--- src/rtl/core/assert_macros.svh ---
// Assertion macros shared by the RTL.
// No dependencies; included by files that carry concurrent checks.
`ifndef ASSERT_MACROS_SVH
`define ASSERT_MACROS_SVH

// Same-cycle implication, disabled during reset.
`define ASSERT_IMPLIES(label, clk, rst, ante, cons) \
  label: assert property (@(posedge clk) disable iff (rst) (ante) |-> (cons)) \
    else $error("assertion failed: same-cycle implication");

// Next-cycle implication, disabled during reset.
`define ASSERT_NEXT(label, clk, rst, ante, cons) \
  label: assert property (@(posedge clk) disable iff (rst) (ante) |=> (cons)) \
    else $error("assertion failed: next-cycle implication");

`endif

--- src/rtl/core/psd_pkg.sv ---
// Package for the point to segment distance block: widths and payload types.
// No dependencies.
package psd_pkg;

  localparam int COORD_BITS = 20;
  localparam int DIST_BITS  = 21;
  // squared sums (den, |w|^2, |v|^2), divider remainder and quotient
  localparam int DW = 2 * COORD_BITS + 2;
  // magnitude of one cross product component
  localparam int CW = 2 * COORD_BITS + 1;
  // low half of the cross component split for squaring
  localparam int HW = COORD_BITS + 1;
  // numerator |w x d|^2
  localparam int NW = 2 * DW;
  // root bits and square root remainder
  localparam int RB = COORD_BITS + 1;
  localparam int RW = RB + 2;

  typedef logic [COORD_BITS-1:0] coord_t;

  typedef struct packed {
    coord_t x;
    coord_t y;
    coord_t z;
  } vec_t;

  typedef struct packed {
    logic [DW-1:0] rem;
    logic [DW-1:0] num;
    logic [DW-1:0] den;
    logic [DW-1:0] quo;
    logic [DW-1:0] alt;
    logic          hit;
  } div_t;

  typedef struct packed {
    logic [RW-1:0] rem;
    logic [DW-1:0] rad;
    logic [RB-1:0] root;
    logic          hit;
  } sqrt_t;

endpackage

--- src/rtl/core/psd_div_cell.sv ---
// One restoring divider cell: produces one quotient bit per cycle while en is high.
// Depends on psd_pkg for div_t.
module psd_div_cell (
  input  logic          clk,
  input  logic          rst,
  input  logic          en,
  input  logic          in_valid,
  input  psd_pkg::div_t in_data,
  output logic          out_valid,
  output psd_pkg::div_t out_data
);

  localparam int DW = psd_pkg::DW;

  logic [DW:0] trial;
  logic [DW:0] diff;
  logic        take;

  always_comb begin
    trial = {in_data.rem, in_data.num[DW-1]};
    diff  = trial - {1'b0, in_data.den};
    take  = (trial >= {1'b0, in_data.den});
  end

  always_ff @(posedge clk) begin
    if (rst) begin
      out_valid <= 1'b0;
    end else if (en) begin
      out_valid <= in_valid;
    end
  end

  always_ff @(posedge clk) begin
    if (en) begin
      out_data.rem <= take ? diff[DW-1:0] : trial[DW-1:0];
      out_data.num <= {in_data.num[DW-2:0], 1'b0};
      out_data.den <= in_data.den;
      out_data.quo <= {in_data.quo[DW-2:0], take};
      out_data.alt <= in_data.alt;
      out_data.hit <= in_data.hit;
    end
  end

endmodule

--- config.mk ---
export PLATFORM = sky130hd
export DESIGN_NAME = psd_div_cell
export DESIGN_NICKNAME = d
export VERILOG_FILES = /design/src/rtl/core/assert_macros.svh /design/src/rtl/core/psd_pkg.sv /design/src/rtl/core/psd_div_cell.sv
export SDC_FILE = /design/constraint.sdc
export NUM_CORES = 1
export LEC_CHECK = 0
export ABC_AREA = 0
export BUFFER_PORTS_ARGS = -buffer_cell sky130_fd_sc_hd__buf_2
export CAP_MARGIN = 40
export CELL_PAD_IN_SITES_DETAIL_PLACEMENT = 2
export CELL_PAD_IN_SITES_GLOBAL_PLACEMENT = 2
export CORE_MARGIN = 2
export CORE_UTILIZATION = 32
export CTS_BUF_LIST = sky130_fd_sc_hd__clkbuf_4 sky130_fd_sc_hd__clkbuf_8 sky130_fd_sc_hd__clkbuf_16
export CTS_CLUSTER_SIZE = 12
export DETAILED_ROUTE_END_ITERATION = 6
export GPL_ROUTABILITY_DRIVEN = 0
export GPL_TIMING_DRIVEN = 0
export MAX_ROUTING_LAYER = met4
export PLACE_DENSITY = 0.83
export SLEW_MARGIN = 25
export SYNTH_ARGS = -nofsm -noshare
export SYNTH_HDL_FRONTEND = slang
export SYNTH_SLANG_ARGS = --single-unit
--- constraint.sdc ---
create_clock -name clk -period 5.94 [get_ports clk]
set_clock_uncertainty 0.2 [all_clocks]
set_input_delay 1.188 -clock clk [delete_from_list [all_inputs] [get_ports clk]]
set_output_delay 1.188 -clock clk [all_outputs]
set_load 0.005 [all_outputs]
* Word level (Yosys, flattened, before mapping)
Index checks and enable logic that the tools add are counted.
Widths: inputs -> output; s select.
** Storage, ports and cells
- Register bits :: 211
- Input bits :: 215
** Cells by class
- Add/subtract/negate cells :: 1
- $lt $le $gt $ge :: 1
- Multiplexer cells :: 1
** Operator list (number)
- $ge 43x42->1 :: 1
- $mux 42 :: 1
- $sub 42x42->42 :: 1

* Logic depth before layout (Yosys ltp)
- Depth after elaboration :: 2
- Depth in mapped cells :: 14

* Worst setup path before layout
Ideal clock, no wire load.
- Path type :: in2reg
- Start point :: input in_data[168] in the netlist's numbering
- End point :: register out_data[207] in the netlist's numbering (data pin)
- Library setup time :: 0.261 ns
- Data arrival time :: 3.522 ns
- Path slack :: 1.957 ns
- Stages :: 13
- Buffers on the path :: 0
- Path through :: inv_1 -> ha_1 -> inv_1 -> fa_1 -> a211oi_1 -> o21ai_0 -> nand2_1 -> o221ai_2 -> a2111oi_2 -> o31ai_1 -> a211oi_2 -> xor2_1 -> o21ai_0
** Between the ends
- Cells in the longest elaborated chain, start to end :: 2
- Elaborated cells between the ends (all ways) :: 3
** RTL lines
- start, declared :: line psd_div_cell.sv:8 : input psd_pkg::div_t in_data,
- $sub 42x42->42 or $ge 43x42->1 (tied branches) :: line psd_div_cell.sv:21, psd_div_cell.sv:22
- $mux 42 (*) :: line psd_div_cell.sv:35 : out_data.rem <= take ? diff[DW-1:0] : trial[DW-1:0];
- end, declared :: line psd_div_cell.sv:10 : output psd_pkg::div_t out_data
Mark *: on every way between the ends. The rest lies on a longest branch, timed or not.
A chain may end at the register's enable or synchronous reset.

* Final worst setup path
Ends and elaborated chain as after synthesis.

==> results.json <==
{
  "reg2reg_slack_ps": 5130,
  "endpoint_kind": "flip-flop",
  "die_h_um": 174,
  "start_util_pct": 32.4,
  "p_clk_share_pct": 37.2,
  "drcViolationCount": 0,
  "yosys_register_bits": 211,
  "rows": 62,
  "avgSynthCellArea_sq_um": 13.5,
  "cp.arrival_ps": 4290,
  "clock_sinks": 211,
  "powerDensity_mw_per_mm2": 315,
  "synth_edf_count": 210,
  "hpwl_um": 29000,
  "rsz0062_at_grt": "no",
  "worstHoldEndpoint": "out_valid",
  "syn_nets": 945,
  "clockBufferDepth": 3,
  "setup_violations": 0,
  "drive_gt1_share_pct": 42.7,
  "core_area_sq_mm": 0.0286,
  "cp_max_fo": 5,
  "finalCritPeriodShare_pct": 71.3,
  "drtIter0Drc": 356,
  "irDropWorstVdd_v": 0.000186,
  "cts_setup_buffers": 0,
  "hold_viol": 0,
  "clock_latency_ps": 510,
  "cts_tree": "done",
  "crit_path_cell_trace": "buf_2 -> inv_1 -> ha_1 -> inv_1 -> fa_1 -> a211oi_1 -> o21ai_0 -> nand2_1 -> o221ai_2 -> a2111oi_2 -> o31ai_1 -> a211oi_2 -> xor2_1 -> o21ai_0",
  "wirelength_um": 36200,
  "fin_util_pct": 44.6,
  "critical_path_buf_inv_count": 3,
  "holdBufCountCts": 0,
  "relSlewSlack_pct": 52.6,
  "syn_inst": 687,
  "slew_viol_final": 0,
  "hold_depth": 2,
  "cts_resized": 0,
  "switchingPower_mw": 1.05,
  "antenna_found_initial": 10,
  "cts-root-buf": "clkbuf_16",
  "start_kind": "primary input",
  "final_cell_mix": "buf_2, edfxtp_1, nand2_1, o21ai_0, inv_1",
  "firstDrtPassIters": 4,
  "synth_area_sq_mm": 0.00929,
  "synth_cell_types": 52,
  "fin_nets": 1399,
  "grt_max_degree": 75,
  "drt-vias-per-instance": 4.88,
  "swShare_pct": 26.2,
  "yosysSeqAreaShare_pct": 68.1,
  "status": "complete, no violations",
  "grt-ovfl-total": 0,
  "h-tree-depth": 1,
  "num_vias": 7566,
  "maxCapViolCount": 0,
  "setup_tns_ps": 0,
  "final_common_cell": "buf_2",
  "fp.dieArea_sq_mm": 0.0304,
  "clk_pin_slew_worst_paths_ps": 60,
  "r2r_cells": 2,
  "ys_async_sr_fraction_pct": 0,
  "leakagePower_nw": 5.62,
  "cp.required_ps": 5990,
  "combPwrFrac_pct": 16.8,
  "drtAntennaViolNets": 0,
  "r2r_end": "out_valid",
  "crit_slowest_cell": "a2111oi_2",
  "worst_slew_pin_slew_ps": 705,
  "io-pin-count": 427,
  "cts_buffers": 25,
  "grt_pass1_wl_um": 52800,
  "wl_per_cell_um": 23.4,
  "max_freq_ghz": 0.236,
  "period_needed_ps": 4240,
  "chipWidth_um": 174,
  "ys_warn_count": 0,
  "first_global_vias": 8221,
  "hold_path_class": "reg2reg",
  "grtUsageTotal_pct": 23.9,
  "r2r_start": "out_valid",
  "path_depth": 14,
  "crit_family": "compound AO/OA/AOI/OAI gates",
  "area_delta_synth_final_pct": 37.5,
  "ys.flop_type": "edfxtp_1",
  "crit_type": "in2reg",
  "seq_power_share_pct": 46.0,
  "slowest_delay_ps": 460,
  "internal-power_mw": 2.96,
  "min-delay-start": "out_valid",
  "numPortBuffers": 424
}
## tightest hold or removal path: cells and delay by family (launching register included)
| family | cells | cell delay [ps] |
|---|---|---|
| simple gates | 1 | 60 |
| mux | 1 | 120 |
| flops | 1 | 320 |
## layer usage
| layer | up-vias | routed length [um] | GRT usage [%] |
|---|---|---|---|
| met5 | - | 0 | - |
| met4 | 0 | 918 | 5.88 |
| met3 | 42 | 2470 | 5.97 |
| met2 | 266 | 19100 | 43.5 |
| met1 | 3801 | 13800 | 26.1 |
| li1 | 3457 | - | - |
## state kept, by name (all words and copies together), names as in the netlist
register / count
out_data: 210
out_valid: 1
## metrics by stage
| step | instance area, sq um | power [mW] | setup slack [ps] | hold slack, ps | cells |
|---|---|---|---|---|---|
| 6_report | 12800 | 4.02 | 1700 | 345 | 1550 |
| 5_1_grt | 12800 | 4.18 | 1460 | 393 | 1549 |
| 4_1_cts | 12700 | 4.07 | 1670 | 341 | 1542 |
| 3_5_place_dp | 12000 | 2.56 | 1130 | 327 | 1498 |
| 3_3_place_gp | 11900 | 2.51 | 490 | 274 | 1495 |
| 2_1_floorplan | 9290 | 2.16 | 1960 | 285 | 687 |
## cells in the mapped netlist (2+ instances only)
cell       instances  area share, %
o21bai_1           7           0.57
and3_1             4           0.27
nor2b_1            7           0.47
a2111oi_2          2           0.32
buf_2             12           0.65
xnor2_1           16            1.5
a31oi_1            6           0.40
or2_2              4           0.27
nand2_1           69            2.8
inv_1             52            2.1
ha_1              42            5.7
and4_1             2           0.19
xor2_1            23            2.2
a21oi_1           50            2.7
nor3_1             6           0.32
nor4_1             4           0.27
nor2_1            25            1.0
a21o_1            21            1.7
nand4_1           13           0.88
o21ai_0           59            3.2
a211o_1            2           0.19
o211ai_1           5           0.40
o21ai_1            3           0.16
and2_1             3           0.20
nand2b_1           3           0.20
o31ai_1            2           0.16
clkbuf_1           8           0.32
a211oi_1           3           0.24
a41oi_1            2           0.19
edfxtp_1         210             68
## kinds of logic after synthesis
logic type | after synthesis | synth area share (%)
flip-flops | 211 | 68.1
AO/OA/AOI/OAI | 173 | 11.7
AND/OR/NAND/NOR | 143 | 7.10
buffers and inverters | 75 | 3.31
adder cells (fa/ha/maj) | 43 | 5.87
XOR/XNOR | 39 | 3.68
multiplexers | 2 | 0.229
other | 1 | 0.0404
## cell type report
cell class,instances,area (sq um)
clock buffer,30,663
timing repair buffer,427,2190
sequential,211,6330
clock inverter,14,125
inverter,53,199
multi-input combinational,401,2650
buffer,22,109
fill,2967,15900
antenna,8,20.0
tap,384,480
## how the worst max path moves through the flow
stage	to	slack (ps)	startpoint
global placement	out_valid	490	en
CTS	out_data[207]	1670	in_data[168]
global route	out_data[207]	1460	in_data[168]
floorplan	out_data[207]	1960	in_data[168]
detailed placement	out_data[207]	1130	in_data[168]
finish	out_data[207]	1700	in_data[168]
## power by group through the flow
stage	Sequential [mW]	Clock (mW)	Combinational [mW]
after global placement	1.87	0	0.639
after floorplan	1.89	0	0.266
after global routing	1.86	1.58	0.742
after detailed placement	1.88	0	0.677
final	1.85	1.49	0.674
after CTS	1.85	1.54	0.683
(Power assumes the default switching activity.)
