File: src/rtl/core/assert_macros.svh
// Assertion macros shared by the RTL.
// No dependencies; included by files that carry concurrent checks.
`ifndef ASSERT_MACROS_SVH
`define ASSERT_MACROS_SVH

// Same-cycle implication, disabled during reset.
`define ASSERT_IMPLIES(label, clk, rst, ante, cons) \
  label: assert property (@(posedge clk) disable iff (rst) (ante) |-> (cons)) \
    else $error("assertion failed: same-cycle implication");

// Next-cycle implication, disabled during reset.
`define ASSERT_NEXT(label, clk, rst, ante, cons) \
  label: assert property (@(posedge clk) disable iff (rst) (ante) |=> (cons)) \
    else $error("assertion failed: next-cycle implication");

`endif

File: src/rtl/core/psd_pkg.sv
// Package for the point to segment distance block: widths and payload types.
// No dependencies.
package psd_pkg;

  localparam int COORD_BITS = 20;
  localparam int DIST_BITS  = 21;
  // squared sums (den, |w|^2, |v|^2), divider remainder and quotient
  localparam int DW = 2 * COORD_BITS + 2;
  // magnitude of one cross product component
  localparam int CW = 2 * COORD_BITS + 1;
  // low half of the cross component split for squaring
  localparam int HW = COORD_BITS + 1;
  // numerator |w x d|^2
  localparam int NW = 2 * DW;
  // root bits and square root remainder
  localparam int RB = COORD_BITS + 1;
  localparam int RW = RB + 2;

  typedef logic [COORD_BITS-1:0] coord_t;

  typedef struct packed {
    coord_t x;
    coord_t y;
    coord_t z;
  } vec_t;

  typedef struct packed {
    logic [DW-1:0] rem;
    logic [DW-1:0] num;
    logic [DW-1:0] den;
    logic [DW-1:0] quo;
    logic [DW-1:0] alt;
    logic          hit;
  } div_t;

  typedef struct packed {
    logic [RW-1:0] rem;
    logic [DW-1:0] rad;
    logic [RB-1:0] root;
    logic          hit;
  } sqrt_t;

endpackage

File: src/rtl/core/psd_sqrt_cell.sv
// One digit-recurrence square root cell: one root bit per cycle while en is high.
// Depends on psd_pkg for sqrt_t.
module psd_sqrt_cell (
  input  logic           clk,
  input  logic           rst,
  input  logic           en,
  input  logic           in_valid,
  input  psd_pkg::sqrt_t in_data,
  output logic           out_valid,
  output psd_pkg::sqrt_t out_data
);

  localparam int DW = psd_pkg::DW;
  localparam int RB = psd_pkg::RB;
  localparam int RW = psd_pkg::RW;

  logic [RW+1:0] acc;
  logic [RW+1:0] trial;
  logic          take;

  always_comb begin
    acc   = {in_data.rem, in_data.rad[DW-1:DW-2]};
    trial = (RW+2)'({in_data.root, 2'b01});
    take  = (acc >= trial);
  end

  always_ff @(posedge clk) begin
    if (rst) begin
      out_valid <= 1'b0;
    end else if (en) begin
      out_valid <= in_valid;
    end
  end

  always_ff @(posedge clk) begin
    if (en) begin
      out_data.rem  <= take ? RW'(acc - trial) : RW'(acc);
      out_data.rad  <= {in_data.rad[DW-3:0], 2'b00};
      out_data.root <= {in_data.root[RB-2:0], take};
      out_data.hit  <= in_data.hit;
    end
  end

endmodule

File: config.mk
export PLATFORM = sky130hd
export DESIGN_NAME = psd_sqrt_cell
export DESIGN_NICKNAME = d
export VERILOG_FILES = /design/src/rtl/core/assert_macros.svh /design/src/rtl/core/psd_pkg.sv /design/src/rtl/core/psd_sqrt_cell.sv
export SDC_FILE = /design/constraint.sdc
export NUM_CORES = 1
export LEC_CHECK = 0
export ABC_CLOCK_PERIOD_IN_PS = 5700
export BUFFER_PORTS_ARGS = -buffer_cell sky130_fd_sc_hd__buf_2
export CAP_MARGIN = 0
export CORE_MARGIN = 1.5
export CORE_UTILIZATION = 52
export CTS_CLUSTER_DIAMETER = 40
export CTS_CLUSTER_SIZE = 24
export DETAILED_ROUTE_END_ITERATION = 16
export PLACE_DENSITY = 0.85
export SLEW_MARGIN = 20
export SYNTH_ARGS = -nofsm -noshare
export SYNTH_HDL_FRONTEND = slang
export SYNTH_SLANG_ARGS = --single-unit
File: constraint.sdc
create_clock -name clk -period 5.7 [get_ports clk]
set_input_delay 1.71 -clock clk [delete_from_list [all_inputs] [get_ports clk]]
set_output_delay 1.71 -clock clk [all_outputs]
set_load 0.05 [all_outputs]
; ---- Word-level counts from Yosys, hierarchy flattened
; Index checks and enable logic that the tools add are counted.
[classes]
n_addsub = 1
order_cmp = 1
muxes = 1
[ops]
columns = cell, n
row1 = $ge A25 B23 Y1, 1
row2 = $mux W23, 1
row3 = $sub A23 B23 Y23, 1
[totals]
regBits = 86
inputBits = 91
output_inout_bits = 88
wordCells = 8

; ---- Longest topological paths before layout
; Gate-level depths: netlist of the first run.
[depth]
ltp_word = 2
depth_mapped = 12

; ---- Worst setup path after synthesis of the first run
; Ideal clock, no wire load.
[synth_timing]
path_type = input port to flip-flop
startpoint = input in_data[12] (netlist name)
endpoint = register out_data[74] (netlist name) (data pin)
setup_time_ns = 0.260
t_arrival_ns = 3.807
slack_ns = 1.633
cell_stages = 12
path_buffers = 3
path_cell_list = inv_1 ha_1 buf_2 and4_1 nand4_1 nor4_2 o31ai_4 and2_1 buf_6 inv_6 buf_12 mux2_4
[synth_via]
elab_chain_len = 2
[synth_lines]
columns = element, line_no
row1 = start: declaration, psd_sqrt_cell.sv:8  ; input psd_pkg::sqrt_t in_data,
row2 = $ge A25 B23 Y1, psd_sqrt_cell.sv:24  ; take = (acc >= trial);
row3 = named net take, psd_sqrt_cell.sv:19  ; logic take;
row4 = $mux W23, psd_sqrt_cell.sv:37  ; out_data.rem <= take ? RW'(acc - trial) : RW'(acc);
row5 = end: declaration, psd_sqrt_cell.sv:10  ; output psd_pkg::sqrt_t out_data
; The timed path passes the listed nets, and every way through them passes these cells.
; A chain may end at the register's enable or synchronous reset.

; ---- Worst setup path in the final report of the first run
[layout_timing]
startpoint = input in_data[13] (netlist name)
endpoint = register out_data[78] (netlist name) (data pin)
[layout_via]
elab_chain_len = 2
word_cells_on_any_way = 3
cone_classes = add/sub: 1 / order compare: 1 / mux: 1
[layout_lines]
columns = element, line_no
row1 = $sub A23 B23 Y23 or $ge A25 B23 Y1 (tied branches), "psd_sqrt_cell.sv:37, psd_sqrt_cell.sv:24"
row2 = $mux W23 *, psd_sqrt_cell.sv:37
; Mark *: on every way between the ends. The rest lies on a longest branch, timed or not.

==> results of run 1 <==
worst max-delay path: stages:
cell	delay, ns
buf_2	0.09
inv_1	0.04
ha_1	0.43
a21o_4	0.29
a31oi_4	0.21
o32ai_2	0.14
o31ai_4	0.39
and2_1	0.48
inv_6	0.18
mux2_4	0.34
where the power goes:
group,total [mW],internal (mW),switching (mW)
combinational,0.556,0.163,0.393
clock,0.432,0.206,0.226
sequential,0.789,0.773,0.0159
total,1.78,1.14,0.635
kinds of logic (layout without fill, tap and decap cells):
family	after synthesis	count (layout)
DFF	86	86
AOI/OAI and AO/OA	80	80
muxes	17	17
buffers and inverters	45	223
xor gates and xnor gates	16	16
adders and majority gates	23	23
and+or+nand+nor	70	70
other	1	2
worst paths after layout:
check	cells past startpoint	slack, ns	to	from
worst max-delay path	10	1.50	out_data[78]	in_data[13]
worst min register to register	2	0.50	out_valid	out_valid
worst min-delay path	2	0.50	out_valid	out_valid
worst max register to register	2	5.11	out_valid	out_valid
registers in the layout, summed over array words and instances (netlist names):
name       cells
out_data      85
out_valid      1
metal layers:
metal / GRT usage / share of wire
met1: 0.276 / 0.40
met5: 0 / 0
met4: 0.0535 / 0.0058
met3: 0.0654 / 0.081
met2: 0.407 / 0.52
cell usage in the layout (no fill, tap or decap), types with 11 or more instances in the layout:
master / instances
inv_1: 30
nor2_1: 11
nand2_1: 15
xnor2_1: 11
ha_1: 23
o21ai_0: 15
a21oi_1: 21
edfxtp_1: 85
buf_2: 175
per-stage QoR:
step	setup slack, ns	hold slack (ns)
after floorplan	1.63	0.733
after global placement	1.15	0.468
after detailed placement	1.14	0.489
after CTS	1.52	0.511
after global routing	1.39	0.531
final	1.50	0.503
final cells by class:
| cell class | count | area [um^2] |
|---|---|---|
| Fill cell | 635 | 2690 |
| Inverter | 31 | 121 |
| Clock inverter | 6 | 70.1 |
| Sequential cell | 86 | 2570 |
| Tap cell | 105 | 131 |
| Clock buffer | 10 | 128 |
| Timing Repair Buffer | 176 | 883 |
| Multi-Input combinational cell | 208 | 1620 |
==> impl_metrics.toml, run 1 <==
[sta]
maxSlewHeadroom = 0.278
fin_worst_skew_ns = 0
drv_slew = 0
post-route-min-period_ns = 4.20
final-setup-viol-count = 0
fmax_ghz = 0.238
final.period_utilization = 0.737
grt_setup_unrepaired = "false"
worstMarginPinSlew_ns = 1.08
finalHoldViolCount = 0
fin_setup_tns_ns = 0

[clock_network]
cts-hold-fix-buffers = 0
h-tree-depth = 3
cts_root_buf = "clkbuf_8"
clock_sinks = 86
path_clk_slew_ns = 0.09
cts_tree = "done"
cts_made_buffers = 9
clock_latency_ns = 0.34
clock_path_buffers = 2
post-cts-setup-buffers = 0
post_cts_resized = 0

[synth]
synthAdderAreaFrac = 0.0653
ys_types = 57
yosys.area.top_type = "edfxtp_1"
synth-xor-area-share = 0.0318
syn_inst = 338
syn_avg_cell_area_um2 = 13.0
yosysSeqAreaShare = 0.583
muxShareOfSynthArea = 0.0497
async_flop_share = 0
synth_top_cell_area_share = 0.579
ys_warn_count = 0
synthTopCellsByArea = "edfxtp_1 (58%), ha_1 (6.5%), mux2_4 (2.7%), inv_1 (2.6%), a21oi_1 (2.4%)"
synth_common_cells = "edfxtp_1 (85), inv_1 (30), ha_1 (23)"
ys_seq_elements = 86
synth-simple-area-share = 0.0837
synth_top_family_by_area = "compound AO/OA/AOI/OAI gates"
synth_compound_area_frac = 0.136
synth-edff-count = 85
synthesis.area_um2 = 4410
synth_most_common_cell = "edfxtp_1"
synth_flop_cell = "edfxtp_1"

[setup_path]
worstPathMaxFanout = 16
worst_setup_path_end_kind = "register"
critical_path_required_ns = 5.79
cp-start-kind = "input pin"
crit_arrival_ns = 4.29
worstSetupPathType = "input pin to register"

[power]
ir_drop_v = 0.000162
power.density_nw_per_um2 = 321
leakagePower_nw = 2.45
total_power_mw = 1.78

[drt]
firstDrtPassIters = 4
drc = 0
ant_nets = 0
vias = 3383
wl_um = 10600
via_per_inst = 5.44
avgRoutedWirePerCell_um = 17.0
drtIter0Drc = 220

[floorplan]
io-pin-count = 179
rows = 33
die_h_um = 95.1
core-area_um2 = 8220
start_util = 0.537
design.die.area_um2 = 9040
die_x_um = 95.1

[cells_and_area]
final_net_count = 626
area_delta_synth_final_pct = 25.4
final_util = 0.673
diodes = 0
drive_above_1_share = 0.422
fin_area_um2 = 5530
fin_cells = 622

[place]
dpl.hpwl_um = 8070
dp.cells = 606
post_dp_cell_area_um2 = 5330
portBuffers = 176
gp_congestion = 0.842

[grt]
grt_antenna_before_repair = 0
grt_use_total = 0.230
grt_pass1_vias = 3265
gr-total-overflow = 0
grt_max_degree = 87
grt_pass1_wl_um = 15800

[hold_path]
hp-class = "register to register"

[flow_run]
drv_cap = 0

[outcome]
status = "completed"
Power figures use the tool's default switching activity.
==> inputs of run 2 (changes only) <==
--- a/config.mk
+++ b/config.mk
@@ -5,15 +5,15 @@
 export SDC_FILE = /design/constraint.sdc
 export NUM_CORES = 1
 export LEC_CHECK = 0
-export ABC_CLOCK_PERIOD_IN_PS = 5700
+export ABC_CLOCK_PERIOD_IN_PS = 4150
 export BUFFER_PORTS_ARGS = -buffer_cell sky130_fd_sc_hd__buf_2
 export CAP_MARGIN = 0
 export CORE_MARGIN = 1.5
-export CORE_UTILIZATION = 52
+export CORE_UTILIZATION = 49
 export CTS_CLUSTER_DIAMETER = 40
 export CTS_CLUSTER_SIZE = 24
 export DETAILED_ROUTE_END_ITERATION = 16
-export PLACE_DENSITY = 0.85
+export PLACE_DENSITY = 0.81
 export SLEW_MARGIN = 20
 export SYNTH_ARGS = -nofsm -noshare
 export SYNTH_HDL_FRONTEND = slang
==> constraint.sdc (replaced) <==
create_clock -name clk -period 4.15 [get_ports clk]
set_input_delay 1.245 -clock clk [delete_from_list [all_inputs] [get_ports clk]]
set_output_delay 1.245 -clock clk [all_outputs]
set_load 0.05 [all_outputs]
==> run 2 against run 1 <==
  * First-iteration DRC count is 3.2% lower
  * Utilization shrank 3.1 points
  * Count of clock-buffer cells in the layout fell by 1
  * Non-clock buffer count increased by 8
  * Cell area increased by 1.3%
  * Final cell count grew 1.8%
  * Via count shrank 0.15%
  * Routed wire length down 0.66%
  * Sequential cell count unchanged
  * Hold slack got worse by 0.0028 ns
  * Setup slack got worse by 0.93 ns
  * Clock skew did not move
  * Critical endpoint is now out_data[70]
  * Largest cell class unchanged
==> impl_metrics.toml, run 2 (synthesis results as in run 1) <==
[outcome]
status = "completed"

[grt]
grt_antenna_before_repair = 0
grt_use_total = 0.223
grt_max_degree = 87
grt_pass1_vias = 3392
grt_pass1_wl_um = 16900
gr-total-overflow = 0

[cells_and_area]
largest_reg_flops = 85
fin_cells = 633
drive_above_1_share = 0.430
multiInputGateArea_um2 = 1620
final_cell_mix = "buf_2 (175), edfxtp_1 (85), inv_1 (30)"
largestRegisters = "out_data x85, out_valid x1"
diodes = 0
seqCellArea_um2 = 2570
fin_area_um2 = 5600
top_register = "out_data"
final_net_count = 634
final_common_cell = "buf_2"
fill_cells = 696
area_delta_synth_final_pct = 27.0

[flow_run]
drv_cap = 0

[sta]
fmax_ghz = 0.279
fin_worst_skew_ns = 0
final-setup-viol-count = 0
whs_ns = 0.500
maxSlewHeadroom = 0.284
drv_slew = 0
fin_setup_tns_ns = 0
post-route-min-period_ns = 3.58
worstMarginPinSlew_ns = 1.07
final.period_utilization = 0.863
grt_setup_unrepaired = "false"
finalHoldViolCount = 0

[floorplan]
design.die.area_um2 = 9580
start_util = 0.506
die_h_um = 97.9
rows = 34
core-area_um2 = 8720
io-pin-count = 179
die_x_um = 97.9

[drt]
drtIter0Drc = 213
dr.max_layer_used = "met4"
via_per_inst = 5.34
ant_nets = 0
drc = 0
wl_um = 10500
firstDrtPassIters = 4
avgRoutedWirePerCell_um = 16.6
wl_met1_um = 4290
wl_met3_um = 746
vias = 3378
wl_met2_um = 5380

[setup_path]
cp_num_buf_inv = 3
reg2reg_from = "out_valid"
worstSetupPathType = "input pin to register"
cpPeakStageDelay_ns = 0.46
cp-start-kind = "input pin"
path_cells = "buf_2, inv_1, ha_1, and4_1, nand4_1, nor4_2, o31ai_4, and2_1, inv_6, mux2_2"
crit_arrival_ns = 3.70
critical_path_required_ns = 4.27
worst_setup_path_end_kind = "register"
worstPathMaxFanout = 16
crit_family = "simple AND/OR/NAND/NOR gates"
critical_path.startpoint = "in_data[13]"
crit_slowest_cell = "ha_1"

[power]
leakagePower_nw = 2.50
power.density_nw_per_um2 = 441
ir_drop_v = 0.000191

[clock_network]
post_cts_resized = 0
cts-hold-fix-buffers = 0
cts_root_buf = "clkbuf_8"
path_clk_slew_ns = 0.09
h-tree-depth = 3
clock_sinks = 86
cts_made_buffers = 9
cts_tree = "done"
clock_latency_ns = 0.36
post-cts-setup-buffers = 0
clock_path_buffers = 2

[hold_path]
hp-class = "register to register"
hold_start = "out_valid"

[place]
post_dp_cell_area_um2 = 5400
gp_congestion = 0.910
dp.cells = 617
portBuffers = 176
dpl.hpwl_um = 7950
[run 2: worst min-delay path: stages (launching register included)]
cell and delay (ns):
dfxtp_1 0.33, mux2i_1 0.06, nor2_1 0.08
[run 2: worst paths after layout]
check	end	cells after the start	slack, ns
setup reg to reg	out_valid	2	3.56
setup / recovery	out_data[70]	10	0.57
hold reg to reg	out_valid	2	0.50
hold / removal	out_valid	2	0.50
[run 2: through the flow]
stage / util / setup slack, ns / total power [mW]
2_1_floorplan: - / 0.548 / 1.68
3_3_place_gp: 0.619 / 0.299 / 1.86
3_5_place_dp: 0.619 / 0.189 / 1.87
4_1_cts: 0.642 / 0.571 / 2.49
5_1_grt: 0.642 / 0.430 / 2.56
6_report: 0.642 / 0.570 / 2.47
[run 2: final cells by class]
class | count | share of cell area
multi-input cells | 208 | 0.290
flip-flops and latches | 86 | 0.459
inverters | 31 | 0.0217
clock buffers | 9 | 0.0221
clock inverters | 7 | 0.0145
repair buffers | 184 | 0.168
well taps | 108 | 0.0241
[run 2: layer usage]
layer | up-vias | track usage
met5 | - | 0
met4 | 0 | 0.0692
met3 | 11 | 0.0508
met2 | 141 | 0.390
met1 | 1586 | 0.275
li1 | 1640 | -
[run 2: report_power, final]
group | switching [mW] | internal (mW)
sequential | 0.0210 | 1.06
combinational | 0.539 | 0.230
clock | 0.330 | 0.288
==> inputs of run 3 (changes only) <==
--- a/config.mk
+++ b/config.mk
@@ -13,7 +13,7 @@
 export CTS_CLUSTER_DIAMETER = 40
 export CTS_CLUSTER_SIZE = 24
 export DETAILED_ROUTE_END_ITERATION = 16
-export PLACE_DENSITY = 0.81
+export PLACE_DENSITY_LB_ADDON = 0.2
 export SLEW_MARGIN = 20
 export SYNTH_ARGS = -nofsm -noshare
 export SYNTH_HDL_FRONTEND = slang
==> run 3 against run 2 <==
  * Critical path depth stayed put
  * Fmax up 3.0%
  * Final cell count rose by 0.16%
  * First-iteration DRC count shrank 16%
  * Sequential cell count is the same
  * Sequential share of layout area shrank 0.20 points
  * Register-to-register slack hardly changed
  * Clock power barely moved
  * Critical endpoint is now out_data[68]
  * Largest cell class unchanged
  * Highest routed layer unchanged
==> impl_metrics.toml, run 3 (synthesis results as in run 1) <==
[cells_and_area]
drive_above_1_share = 0.432
largest_reg_flops = 85
final_cell_mix = "buf_2 (175), edfxtp_1 (85), inv_1 (30)"
fill_cells = 682
top_register = "out_data"
multiInputGateArea_um2 = 1620
diodes = 0
final_net_count = 635
seqCellArea_um2 = 2570
area_delta_synth_final_pct = 27.6
final_common_cell = "buf_2"
fin_cells = 634
largestRegisters = "out_data x85, out_valid x1"

[sta]
fin_worst_skew_ns = 0
setup_ws_ns = 0.673
fmax_ghz = 0.288
drv_slew = 0
final-setup-viol-count = 0
fin_setup_tns_ns = 0
maxSlewHeadroom = 0.663
post-route-min-period_ns = 3.48
finalHoldViolCount = 0
worstMarginPinSlew_ns = 0.500
grt_setup_unrepaired = "false"
final.period_utilization = 0.838

[clock_network]
cts_tree = "done"
h-tree-depth = 3
cts_root_buf = "clkbuf_8"
clock_latency_ns = 0.35
post_cts_resized = 0
clock_path_buffers = 2
cts_made_buffers = 9
post-cts-setup-buffers = 0
cts-hold-fix-buffers = 0
path_clk_slew_ns = 0.09
clock_sinks = 86

[drt]
vias = 3329
firstDrtPassIters = 5
ant_nets = 0
avgRoutedWirePerCell_um = 16.2
via_per_inst = 5.25
drtIter0Drc = 178
drc = 0
wl_um = 10200

[place]
portBuffers = 176
dpl.hpwl_um = 7680
place_ws_ns = 0.287
gp_congestion = 0.863
dp.cells = 617

[grt]
grt_use_total = 0.213
grt_antenna_before_repair = 0
gr-total-overflow = 0
grt_pass1_wl_um = 16100
grt_pass1_vias = 3253
grt_max_degree = 87

[power]
clockPowerShare = 0.249
p_switching_uw = 885
leakagePower_nw = 2.51
power.density_nw_per_um2 = 438
ir_drop_v = 0.000189
p_comb_frac = 0.312
switching_share = 0.359
internal_power_mw = 1.58
power_frac_seq = 0.439

[floorplan]
core-area_um2 = 8720
rows = 34
start_util = 0.506
design.die.area_um2 = 9580
die_h_um = 97.9
io-pin-count = 179
die_x_um = 97.9

[outcome]
status = "completed"

[setup_path]
cp-start-kind = "input pin"
crit_arrival_ns = 3.59
worstPathMaxFanout = 16
worstSetupPathType = "input pin to register"
worst_setup_path_end_kind = "register"
critical_path_required_ns = 4.26

[hold_path]
hp-class = "register to register"

[flow_run]
drv_cap = 0
[run 3: changes by cell type in the layout (fill, tap and decap cells not counted), sizes merged]
cell | previous run | this run
clkinv | 2 | 1
inv | 34 | 35
buf | 184 | 185
[run 3: layer usage]
metal / vias up / global-route usage / part of all wire
li1: 1648 / - / -
met1: 1536 / 0.273 / 0.43
met2: 135 / 0.353 / 0.49
met3: 10 / 0.0616 / 0.075
met4: 0 / 0.0593 / 0.011
met5: - / 0 / 0
[run 3: final timing paths]
path / startpoint / slack, ns / cells past startpoint / end
setup / recovery: in_data[13] / 0.67 / 10 / out_data[68]
hold / removal: out_valid / 0.52 / 2 / out_valid
setup reg to reg: out_valid / 3.55 / 2 / out_valid
hold reg to reg: out_valid / 0.52 / 2 / out_valid
[run 3: cell type report]
type | instances | area share
flip-flops and latches | 86 | 0.457
repair buffers | 185 | 0.173
clock buffers | 9 | 0.0220
inverters | 31 | 0.0216
well taps | 108 | 0.0240
clock inverters | 7 | 0.0140
multi-input cells | 208 | 0.288
[run 3: critical path, stage by stage]
cell and delay (ns):
buf_2 0.08, inv_1 0.04, ha_1 0.45, and4_1 0.33, nand4_1 0.14, nor4_2 0.40, o31ai_4 0.14, and2_1 0.22
inv_6 0.18, mux2_2 0.36
[run 3: through the flow]
stage           util  instance area (um^2)  total power [mW]  hold WS (ns)
2_1_floorplan      -                  4410              1.68         0.733
3_3_place_gp   0.619                  5400              1.86         0.470
3_5_place_dp   0.619                  5400              1.87         0.505
4_1_cts        0.642                  5600              2.49         0.527
5_1_grt        0.645                  5630              2.57         0.548
6_report       0.645                  5630              2.47         0.519
[run 3: power groups by stage]
stage	logic [mW]	clock network (mW)	registers [mW]
detailed placement	0.768	0	1.10
global route	0.816	0.662	1.09
CTS	0.770	0.634	1.08
floorplan	0.258	0	1.42
finish	0.769	0.615	1.08
global placement	0.758	0	1.10
